--- src/design/stsi_pkg.sv ---
// stsi_pkg: shared types and constants for the sorted table search/insert unit
// used by stsi_cell, sorted_table_search_insert_unit and stsi_checker
// no dependencies

package stsi_pkg;

  localparam int KEY_W    = 32;
  localparam int STATUS_W = 2;
  localparam int POS_W    = 7;
  localparam int USED_W   = 8;

  // result status codes
  localparam logic [STATUS_W-1:0] STATUS_PRESENT  = 2'd0;
  localparam logic [STATUS_W-1:0] STATUS_INSERTED = 2'd1;
  localparam logic [STATUS_W-1:0] STATUS_FULL     = 2'd2;

  typedef enum logic {
    ST_IDLE,
    ST_UPDATE
  } stsi_state_t;

  // per-cycle commands broadcast to every cell
  typedef struct packed {
    logic cmp_en;
    logic ins_en;
  } cell_ctl_t;

endpackage

--- src/design/stsi_cell.sv ---
// stsi_cell: one slot of the sorted key chain, holds a key and its compare flags
// depends on stsi_pkg

module stsi_cell
  import stsi_pkg::*;
(
  input  logic                    clk,
  input  cell_ctl_t               ctl,
  input  logic signed [KEY_W-1:0] key,
  input  logic signed [KEY_W-1:0] ins_key,
  input  logic                    occupied,
  input  logic                    left_lt,
  input  logic signed [KEY_W-1:0] left_entry,
  output logic signed [KEY_W-1:0] entry,
  output logic                    lt,
  output logic                    eq
);

  // compare against the incoming key, flags kept for the update cycle
  always_ff @(posedge clk) begin
    if (ctl.cmp_en) begin
      lt <= occupied && (entry < key);
      eq <= occupied && (entry == key);
    end
  end

  // insert: the boundary cell takes the new key, cells above shift up by one
  always_ff @(posedge clk) begin
    if (ctl.ins_en && !lt) begin
      entry <= left_lt ? ins_key : left_entry;
    end
  end

endmodule

--- config.mk ---
export PLATFORM = sky130hd
export DESIGN_NAME = stsi_cell
export DESIGN_NICKNAME = d
export VERILOG_FILES = /design/src/design/stsi_pkg.sv /design/src/design/stsi_cell.sv
export SDC_FILE = /design/constraint.sdc
export NUM_CORES = 1
export LEC_CHECK = 0
export ABC_AREA = 1
export BUFFER_PORTS_ARGS = -buffer_cell sky130_fd_sc_hd__buf_2
export CORE_MARGIN = 2
export CORE_UTILIZATION = 27
export DETAILED_ROUTE_END_ITERATION = 10
export GPL_ROUTABILITY_DRIVEN = 0
export SLEW_MARGIN = 20
export SYNTH_ARGS = -nofsm -noshare
export SYNTH_HDL_FRONTEND = slang
export SYNTH_SLANG_ARGS = --single-unit
--- constraint.sdc ---
create_clock -name clk -period 3.2 [get_ports clk]
set_clock_uncertainty 0.15 [all_clocks]
set_input_delay 0.64 -clock clk [delete_from_list [all_inputs] [get_ports clk]]
set_output_delay 0.64 -clock clk [all_outputs]
set_load 0.05 [all_outputs]
==> results of run 1 <==
-- how the worst max path moves through the flow --
| stage | from | end | slack (ns) |
|---|---|---|---|
| global route | key[31] | lt | 1.05 |
| floorplan | lt | entry[0] | 0.58 |
| detailed placement | key[31] | lt | 0.89 |
| global placement | key[31] | lt | 0.91 |
| CTS | key[31] | lt | 1.21 |
| finish | key[31] | lt | 1.25 |
-- synth_stat cells --
cell	n	area share, %
a21o_1	1	0.32
a21oi_1	13	2.8
a21oi_2	1	0.37
a21oi_4	1	0.69
and3_1	1	0.27
buf_2	3	0.64
clkbuf_1	1	0.16
edfxtp_1	34	43
ha_1	32	17
inv_1	39	6.2
inv_2	2	0.32
mux2_1	2	0.96
mux2_2	30	14
nand2_1	29	4.6
nand2_2	3	0.80
nand2_4	2	0.96
nand3_1	3	0.64
nand4_1	1	0.27
nand4_4	1	0.91
nor2_1	8	1.3
nor2_2	1	0.27
nor3_1	1	0.21
nor3_2	1	0.43
nor4_4	1	0.91
o21a_1	1	0.32
o21a_2	1	0.37
o21ai_0	2	0.43
-- power by group through the flow --
stage / sequential [W] / clock [W] / combinational, W
after detailed placement: 0.000555 / 0 / 0.000375
final: 0.000544 / 0.000310 / 0.000369
after CTS: 0.000545 / 0.000329 / 0.000377
after global placement: 0.000554 / 0 / 0.000368
after global routing: 0.000549 / 0.000340 / 0.000410
after floorplan: 0.000650 / 0 / 0.000154
-- cell type report --
class	instances	area share, %
timing repair buffer	136	21.2
sequential	34	31.5
tap	108	4.17
multi-input combinational	136	35.9
clock buffer	6	2.24
inverter	41	4.75
clock inverter	2	0.270
-- stage by stage --
| stage | hold WS (ns) | worst slack (ns) | utilization [%] | cells |
|---|---|---|---|---|
| floorplan | 0.602 | 0.577 | - | 215 |
| global placement | 0.663 | 0.912 | 36.8 | 455 |
| detailed placement | 0.661 | 0.892 | 36.8 | 455 |
| CTS | 0.405 | 1.21 | 37.7 | 463 |
| global route | 0.411 | 1.05 | 37.7 | 463 |
| finish | 0.423 | 1.25 | 37.7 | 463 |
-- sequential cells by signal, summed over array words and instances (netlist names) --
name,count
entry,32
eq,1
lt,1
-- layer usage --
metal / GRT usage (%) / routed length [um]
met5: 0 / 0
met4: 3.95 / 53
met3: 2.73 / 345
met2: 21.4 / 2800
met1: 14.0 / 2290
-- kinds of logic (layout without fill, tap and decap cells) --
kind of cell,after synthesis,after routing,share of synthesized area (%)
AOI/OAI and AO/OA,20,20,5.27
adders and majority gates,32,32,17.0
DFF,34,34,43.5
and+or+nand+nor,52,52,11.6
muxes,32,32,15.3
buffers and inverters,45,185,7.35
-- layout by cell type (no fill, tap or decap), types with 2 or more instances in the layout --
cell type / count
o21ai_0: 2
inv_1: 39
nor2_1: 7
nand2_2: 3
a21oi_1: 13
edfxtp_1: 34
nand2_4: 2
inv_2: 2
mux2_1: 2
clkbuf_8: 5
buf_4: 2
nand2_1: 29
ha_1: 32
mux2_2: 30
nand3_1: 3
buf_2: 134
==> metrics.md, run 1 <==
| Metric | Value |
|---|---|
| Mapped Cells | `215` |
| Clock share of power | `25.3%` |
| DR WL/cell | `11.9 um` |
| Grt ovf | `0` |
| Area delta synth->final | `37.9%` |
| Worst reg-to-reg path cell count | `8` |
| Pin count of the biggest net entering global routing | `33` |
| Vias in the first global route | `2,053` |
| RSZ-0062 raised after global routing | `false` |
| Post-route setup TNS | `0 ns` |
| Reg2reg setup slack | `1.32 ns` |
| First-pass detailed-route iteration total | `3` |
| Sw frac | `32.7%` |
| Worst EP required | `3.09 ns` |
| Post-route ant nets | `0` |
| Placed cell areas | `3160 sq um` |
| DP HPWL | `4560 um` |
| CTS tree | `built` |
| Post-CTS Resized | `0` |
| Clock Sinks | `34` |
| F_max | `0.513 GHz` |
| CP peak stage delay | `0.31 ns` |
| Worst r2r src | `entry[31]` |
| Critical path type | `in -> reg` |
| Initial antenna violation count | `0` |
| Number of H-tree levels | `2` |
| Top Family by Delay on Critical Path | `simple AND/OR/NAND/NOR gates` |
| Register area share after synthesis | `43.5%` |
| Area of the multi-input gates | `1160 sq um` |
| WP depth | `10` |
| Starting density of the core | `27.3%` |
| Least-Margin Pin Slew | `0.753 ns` |
| Status | `complete, no violations` |
| Hold Path Sink | `lt` |
| Worst Path Buf+Inv | `2` |
| Post-CTS setup buffer count | `0` |
| Layout cells sized above 1 | `52.7%` |
| CTS Buf Count | `5` |
| Logic pwr share | `30.2%` |
| Startpoint types | `input pin` |
| Lkg Pwr | `1.67 nW` |
| Fillers | `883` |
| PwrDens | `378 nW/um^2` |
| Most frequent CP cell | `nand2_1` |
| Switch Pwr | `0.000400 W` |
| Worst hold start | `ctl[1]` |
| Chip Width | `97.3 um` |
| Critical Path End Type | `flop` |
| # setup viols final | `0` |
| Ports | `135` |
| CP Max Fanout | `3` |
| FF+latch count, synth | `34` |
| Final period util | `61.0%` |
| Slew HR | `49.8%` |
| Die Ht | `97.3 um` |
| Area of the core | `8590 sq um` |
| CTS max path bufs | `2` |
| Crit-path cells | `buf_2 -> inv_1 -> ha_1 -> nand2_1 -> nor2_2 -> nand2_2 -> nor4_4 -> nand2_1 -> a21oi_1 -> nor2_1` |
| Post-synthesis net count | `348` |
| Final Cell Area | `3240 sq um` |
| VDD IR max | `0.000131 V` |
| Maxcap violations | `0` |
| DR vias/cell | `4.22` |
| Antenna Cells | `0` |
| Syn Area/Cell | `10.9 sq um` |
| DRC violation count after routing | `0` |
| Clock Root Buffer | `clkbuf_8` |
| First-pass GRT wire length | `9080 um` |
| Nets | `487` |
| Synth cell types | `27` |
| Starting DRC count in detailed routing | `19` |
| Clock transition at the registers of the reported paths | `0.07 ns` |
| WHS Path Cells | `1` |
| # port buffers | `134` |
| Flop pwr share | `44.5%` |
| Overall power after layout | `0.00122 W` |
| Register area | `1020 sq um` |
| Area of the die | `9470 sq um` |
| Fin crit period | `1.95 ns` |
| P_int | `0.000823 W` |
| Worst path arrival time | `1.84 ns` |
| Hold-fix buffers, CTS | `0` |
| All-Layer GR Usage | `11.9%` |
| Number of failing hold endpoints at the final stage | `0` |
| Crit-path slowest cell | `ha_1` |
| Post-Route WL | `5490 um` |
| # rows | `34` |
| Synth Cell Area | `2350 sq um` |
| Latest clock arrival within the worst-skew pair | `0.28 ns` |
| DR vias | `1,956` |
| Max-slew violation count | `0` |
| Hold Crit Class | `in -> reg` |
| Reg2reg end | `lt` |
| Yosys Warn Count | `0` |
Power figures use the tool's default switching activity.
==> run 2, diff against run 1 <==
==> constraint.sdc (replaced) <==
create_clock -name clk -period 1.8 [get_ports clk]
set_clock_uncertainty 0.15 [all_clocks]
set_input_delay 0.36 -clock clk [delete_from_list [all_inputs] [get_ports clk]]
set_output_delay 0.36 -clock clk [all_outputs]
set_load 0.05 [all_outputs]
==> run 2 against run 1 <==
The flow now finishes with violations (setup timing). Highest routed layer unchanged. Largest power group unchanged. Via count rose by 2.4%. Combinational power rose by 96%. Critical path type is now reg -> reg. Sequential power rose by 78%. Worst setup slack got worse by 1.3 ns. Hold slack got worse by 0.28 ns. Register-to-register slack got worse by 1.4 ns. First-iteration DRC count rose by 89%.
==> metrics.md, run 2 (synthesis results as in run 1) <==
| Metric | Value |
|---|---|
| Status | `complete, but fails checks` |
| Violated checks | `setup timing` |
| # port buffers | `134 (unchanged)` |
| CTS tree | `built` |
| VDD IR max | `0.000314 V (+140%)` |
| P_int | `0.00180 W (+120%)` |
| DR vias | `2,002 (+2.4%)` |
| Area of the core | `8590 sq um (unchanged)` |
| PwrDens | `732 nW/um^2 (+94%)` |
| Maxcap violations | `0 (unchanged)` |
| All-Layer GR Usage | `11.8% (-0.13 points)` |
| Least-Margin Pin Slew | `0.292 ns (-0.461 ns)` |
| DP HPWL | `4510 um (-0.89%)` |
| Placed cell areas | `3280 sq um (+3.8%)` |
| Ports | `135 (unchanged)` |
| Overall power after layout | `0.00256 W (+110%)` |
| Grt ovf | `0 (unchanged)` |
| Worst EP required | `1.71 ns (-1.38 ns)` |
| DR vias/cell | `4.21 (-0.44%)` |
| Clock Sinks | `34 (unchanged)` |
| Starting DRC count in detailed routing | `36 (+17)` |
| Final setup margin | `-0.0600 ns (-1.31 ns)` |
| Die Ht | `97.3 um (unchanged)` |
| Fin crit period | `1.86 ns` |
| Area delta synth->final | `48.8%` |
| Post-Route WL | `5610 um (+2.1%)` |
| Clock Root Buffer | `clkbuf_8` |
| Post-route ant nets | `0 (unchanged)` |
| Nets | `500 (+2.7%)` |
| CP peak stage delay | `0.44 ns (+0.13 ns)` |
| Number of failing hold endpoints at the final stage | `0 (unchanged)` |
| Final Cell Area | `3500 sq um (+7.9%)` |
| DR WL/cell | `11.8 um (-0.71%)` |
| CTS Buf Count | `5 (unchanged)` |
| Max reg flops | `32 (unchanged)` |
| Logic pwr share | `28.3% (-1.9 points)` |
| Most frequent cells in the layout | `buf_2 (134), inv_1 (39), edfxtp_1 (34)` |
| Critical path type | `reg -> reg` |
| # setup viols final | `1 (+1)` |
| Post-route setup TNS | `-0.0600 ns (-0.0600 ns)` |
| RSZ-0062 raised after global routing | `true` |
| DRC violation count after routing | `0 (unchanged)` |
| Hold Crit Class | `in -> reg` |
| Lkg Pwr | `1.78 nW (+6.9%)` |
| Clock share of power | `33.8% (+8.5 points)` |
| Critical Path End Type | `flop` |
| Startpoint types | `flop` |
| Clock transition at the registers of the reported paths | `0.09 ns (+0.02 ns)` |
| Crit-path cells | `ha_4 -> nand2_2 -> nor2_4 -> nand2_4 -> nor4_4 -> nand2_1 -> a21oi_2 -> nor2_1` |
| First-pass GRT wire length | `9000 um (-0.84%)` |
| Most common library cell in the layout ignoring fill and taps | `buf_2` |
| Final period util | `103%` |
| Pin count of the biggest net entering global routing | `33 (unchanged)` |
| Switch Pwr | `0.000759 W (+90%)` |
| CTS max path bufs | `2 (unchanged)` |
| Top Family by Delay on Critical Path | `simple AND/OR/NAND/NOR gates` |
| Antenna Cells | `0 (unchanged)` |
| Chip Width | `97.3 um (unchanged)` |
| Latest clock arrival within the worst-skew pair | `0.29 ns (about the same)` |
| Number of H-tree levels | `2 (unchanged)` |
| Flop pwr share | `37.9% (-6.6 points)` |
| Initial antenna violation count | `0 (unchanged)` |
| Worst Path Buf+Inv | `0 (-2)` |
| Vias in the first global route | `2,044 (-0.44%)` |
| CP Max Fanout | `2 (-1)` |
| Top reg by flops | `entry` |
| Slew HR | `80.4% (+31 points)` |
| Top flop regs | `entry: 32 flops, eq: 1 flops, lt: 1 flops` |
| Crit-path slowest cell | `edfxtp_1` |
| Starting density of the core | `27.3% (unchanged)` |
| First-pass detailed-route iteration total | `4 (+1)` |
| F_max | `0.538 GHz` |
| Max-slew violation count | `0 (unchanged)` |
| Layout cells sized above 1 | `57.3% (+4.7 points)` |
| # rows | `34 (unchanged)` |
| Sw frac | `29.7% (-3.0 points)` |
| Area of the die | `9470 sq um (unchanged)` |
| Worst path arrival time | `1.77 ns (-0.07 ns)` |
## run 2: changes by cell type in the layout (fill, tap and decap cells not counted), sizes merged
cell | previous run | this run
clkbuf | 6 | 5
clkinv | 2 | 1
bufinv | 0 | 2
buf | 136 | 149
## run 2: power by group through the flow
stage                     clock (W)  sequential [W]  combinational [W]
after floorplan                   0         0.00116           0.000278
after global placement            0        0.000984           0.000696
after detailed placement          0        0.000987           0.000706
after CTS                  0.000895        0.000969           0.000719
after global routing       0.000917        0.000977           0.000800
final                      0.000865        0.000969           0.000724
## run 2: layout make-up
cell class              count  area (sq um)
fillers                   877          5100
multi-input cells         136          1240
flip-flops and latches     34          1020
repair buffers            149           808
inverters                  41           154
well taps                 108           135
clock buffers               5          68.8
clock inverters             3          68.8
## run 2: per-layer routing
| layer | GRT usage [%] | routed length (um) | vias up | part of all wire (%) |
|---|---|---|---|---|
| met5 | 0 | 0 | - | 0 |
| met4 | 3.53 | 48 | 0 | 0.86 |
| met3 | 2.45 | 362 | 4 | 6.5 |
| met2 | 20.5 | 2750 | 73 | 49 |
| met1 | 14.6 | 2440 | 886 | 44 |
| li1 | - | - | 1039 | - |
## run 2: final timing paths
path,endpoint,slack (ns),cells after the start,from
setup / recovery,lt,-0.06,8,entry[27]
hold / removal,lt,0.14,1,ctl[1]
setup reg to reg,lt,-0.06,8,entry[27]
hold reg to reg,entry[8],0.70,2,lt
## run 2: timing repair
item                                    4_1_cts  5_1_grt
buffers inserted                              1        2
endpoints found under the setup margin        2        2
gates resized for setup                       4        8
hold buffers                                  0        0
pin swaps                                     0        2
## run 2: per-stage QoR
stage	util, %	hold slack [ns]	instances	worst slack, ns
finish	40.7	0.141	476	-0.0600
global placement	38.2	0.438	466	-0.180
CTS	40.0	0.127	475	-0.104
detailed placement	38.2	0.443	466	-0.199
global route	40.7	0.132	476	-0.210
floorplan	-	0.322	215	-0.220
==> run 3, diff against run 2 <==
==> constraint.sdc (replaced) <==
create_clock -name clk -period 1.64 [get_ports clk]
set_clock_uncertainty 0.15 [all_clocks]
set_input_delay 0.328 -clock clk [delete_from_list [all_inputs] [get_ports clk]]
set_output_delay 0.328 -clock clk [all_outputs]
set_load 0.05 [all_outputs]
==> run 3 against run 2 <==
Non-clock buffer count grew 1. The run still ends with setup timing left. Routed wire length shrank 1.5%. Clock-buffer cell count is the same. First-iteration DRC count is 58% lower. Combinational power is 11% higher. Critical path type unchanged. Core utilization increased by 0.26 points. Flip-flop and latch count stayed put. Cell area rose by 0.64%.
==> metrics.md, run 3 (synthesis results as in run 1) <==
| Metric | Value |
|---|---|
| CTS tree | `built` |
| # setup viols final | `2 (+1)` |
| Worst EP required | `1.54 ns (-0.17 ns)` |
| Nets | `501 (+0.20%)` |
| Post-Place Worst Slack | `-0.306 ns (-0.107 ns)` |
| DR WL met3 | `350 um (-3.3%)` |
| Layout cells sized above 1 | `58.8% (+1.5 points)` |
| Hold Crit Class | `in -> reg` |
| Starting DRC count in detailed routing | `15 (-58%)` |
| Hold-fix buffers, CTS | `0 (unchanged)` |
| Post-Route WL | `5520 um (-1.5%)` |
| Fin crit period | `1.84 ns (-0.0162 ns)` |
| Reg2reg end | `lt` |
| Die Ht | `97.3 um (unchanged)` |
| Crit-path cells | `ha_4 -> nand2_4 -> buf_4 -> o21a_2 -> nand2_2 -> a21oi_4 -> a21oi_2 -> nor2_1` |
| Highest Signal Layer | `met4` |
| Latest clock arrival within the worst-skew pair | `0.29 ns (about the same)` |
| DR vias/cell | `4.21 (about the same)` |
| Startpoint types | `flop` |
| WHS Path Cells | `1 (unchanged)` |
| VDD IR max | `0.000301 V (-4.0%)` |
| Max-slew violation count | `0 (unchanged)` |
| Area of the die | `9470 sq um (unchanged)` |
| Post-route setup TNS | `-0.300 ns (-0.240 ns)` |
| # port buffers | `134 (unchanged)` |
| Least-Margin Pin Slew | `0.325 ns (+0.0324 ns)` |
| Initial antenna violation count | `0 (unchanged)` |
| CP Max Fanout | `3 (+1)` |
| Vias in the first global route | `2,059 (+0.73%)` |
| Antenna Cells | `0 (unchanged)` |
| Violated checks | `setup timing` |
| Top flop regs | `entry: 32 flops, eq: 1 flops, lt: 1 flops` |
| All-Layer GR Usage | `12.0% (+0.22 points)` |
| Final Cell Area | `3520 sq um (+0.64%)` |
| Clock transition at the registers of the reported paths | `0.08 ns (about the same)` |
| Ports | `135 (unchanged)` |
| Final period util | `112% (+9.1 points)` |
| Pin count of the biggest net entering global routing | `33 (unchanged)` |
| Top reg by flops | `entry` |
| PwrDens | `752 nW/um^2 (+2.9%)` |
| CTS Buf Count | `5 (unchanged)` |
| Number of failing hold endpoints at the final stage | `0 (unchanged)` |
| Clock Sinks | `34 (unchanged)` |
| Metal1 wirelength | `2290 um (-6.1%)` |
| Worst reg-to-reg path cell count | `8 (unchanged)` |
| CP peak stage delay | `0.45 ns (about the same)` |
| DR WL/cell | `11.6 um (-1.7%)` |
| Post-route ant nets | `0 (unchanged)` |
| Slew HR | `78.2% (-2.2 points)` |
| Maxcap violations | `0 (unchanged)` |
| F_max | `0.542 GHz (+0.88%)` |
| DP HPWL | `4480 um (-0.86%)` |
| DR vias | `2,007 (+0.25%)` |
| Chip Width | `97.3 um (unchanged)` |
| Final setup margin | `-0.204 ns (-0.144 ns)` |
| Overall power after layout | `0.00265 W (+3.5%)` |
| Worst r2r src | `entry[31]` |
| Max reg flops | `32 (unchanged)` |
| Area of the core | `8590 sq um (unchanged)` |
| Most common library cell in the layout ignoring fill and taps | `buf_2` |
| Worst path arrival time | `1.75 ns (-0.02 ns)` |
| Critical path type | `reg -> reg` |
| Placed cell areas | `3300 sq um (+0.69%)` |
| Number of H-tree levels | `2 (unchanged)` |
| Worst hold start | `ctl[1]` |
| Reg2reg setup slack | `-0.20 ns (-0.14 ns)` |
| Crit-path slowest cell | `edfxtp_1` |
| DRC violation count after routing | `0 (unchanged)` |
| First-pass detailed-route iteration total | `4 (unchanged)` |
| Lkg Pwr | `1.77 nW (-0.32%)` |
| Clock Root Buffer | `clkbuf_8` |
| Met2 WL post-DR | `2800 um (+1.9%)` |
| Hold Path Sink | `eq` |
| Starting density of the core | `27.3% (unchanged)` |
| Status | `complete, but fails checks` |
| First-pass GRT wire length | `9180 um (+2.0%)` |
| # rows | `34 (unchanged)` |
| CTS max path bufs | `2 (unchanged)` |
| RSZ-0062 raised after global routing | `true` |
| Area delta synth->final | `49.7%` |
| Critical Path End Type | `flop` |
| Grt ovf | `0 (unchanged)` |
| Most frequent cells in the layout | `buf_2 (134), inv_1 (39), edfxtp_1 (34)` |
-- run 3: changes by cell type in the layout (fill, tap and decap cells not counted) --
| cell | change |
|---|---|
| ha_1 | -3 |
| ha_4 | +3 |
| clkinv_2 | +2 |
| a21oi_1 | -1 |
| a21oi_2 | +1 |
| buf_4 | +1 |
| bufinv_16 | -1 |
| clkinv_4 | -1 |
| nand2_1 | -1 |
| nand2_2 | +1 |
-- run 3: worst max path at each step --
stage,start,end,slack [ns],depth (start not counted)
6_report,entry[31],lt,-0.20,8
5_1_grt,entry[31],lt,-0.36,8
4_1_cts,entry[29],lt,-0.24,8
3_5_place_dp,key[27],lt,-0.31,10
3_3_place_gp,key[27],lt,-0.32,10
2_1_floorplan,entry[29],lt,-0.38,8
-- run 3: worst max-delay path: cells and delay by family (launching register included) --
family,cells,cell delay (ns)
AOI/OAI and AO/OA,3,0.36
adders and majority gates,1,0.32
buffers and inverters,1,0.13
DFF,1,0.45
and+or+nand+nor,3,0.20
-- run 3: through the flow --
| step | util [%] | hold WS [ns] | std cells |
|---|---|---|---|
| global route | 40.9 | 0.0875 | 477 |
| CTS | 40.0 | 0.0935 | 477 |
| global placement | 38.4 | 0.407 | 467 |
| finish | 40.9 | 0.107 | 477 |
| floorplan | - | 0.290 | 215 |
| detailed placement | 38.4 | 0.406 | 467 |
-- run 3: power by group --
group	total (W)	switching, W	leakage, nW	internal [W]
clock network	0.000776	0.000329	0.0579	0.000448
registers	0.00106	0.0000325	0.323	0.00103
logic	0.000807	0.000463	1.39	0.000343
-- run 3: what timing repair did --
action                                  in CTS  in global routing
buffers inserted                             2                  2
endpoints found under the setup margin       2                  2
pin swaps                                    1                  3
gates resized for setup                      2                 13
-- run 3: layer usage --
layer	up-vias	GRT usage, %
li1	1036	-
met1	898	14.2
met2	68	21.5
met3	5	2.66
met4	0	3.85
met5	-	0
-- run 3: area by class of cell --
cell class	instances	area, sq um
repair buffers	150	816
fillers	886	5070
clock buffers	5	68.8
clock inverters	3	40.0
multi-input cells	136	1280
well taps	108	135
flip-flops and latches	34	1020
inverters	41	154
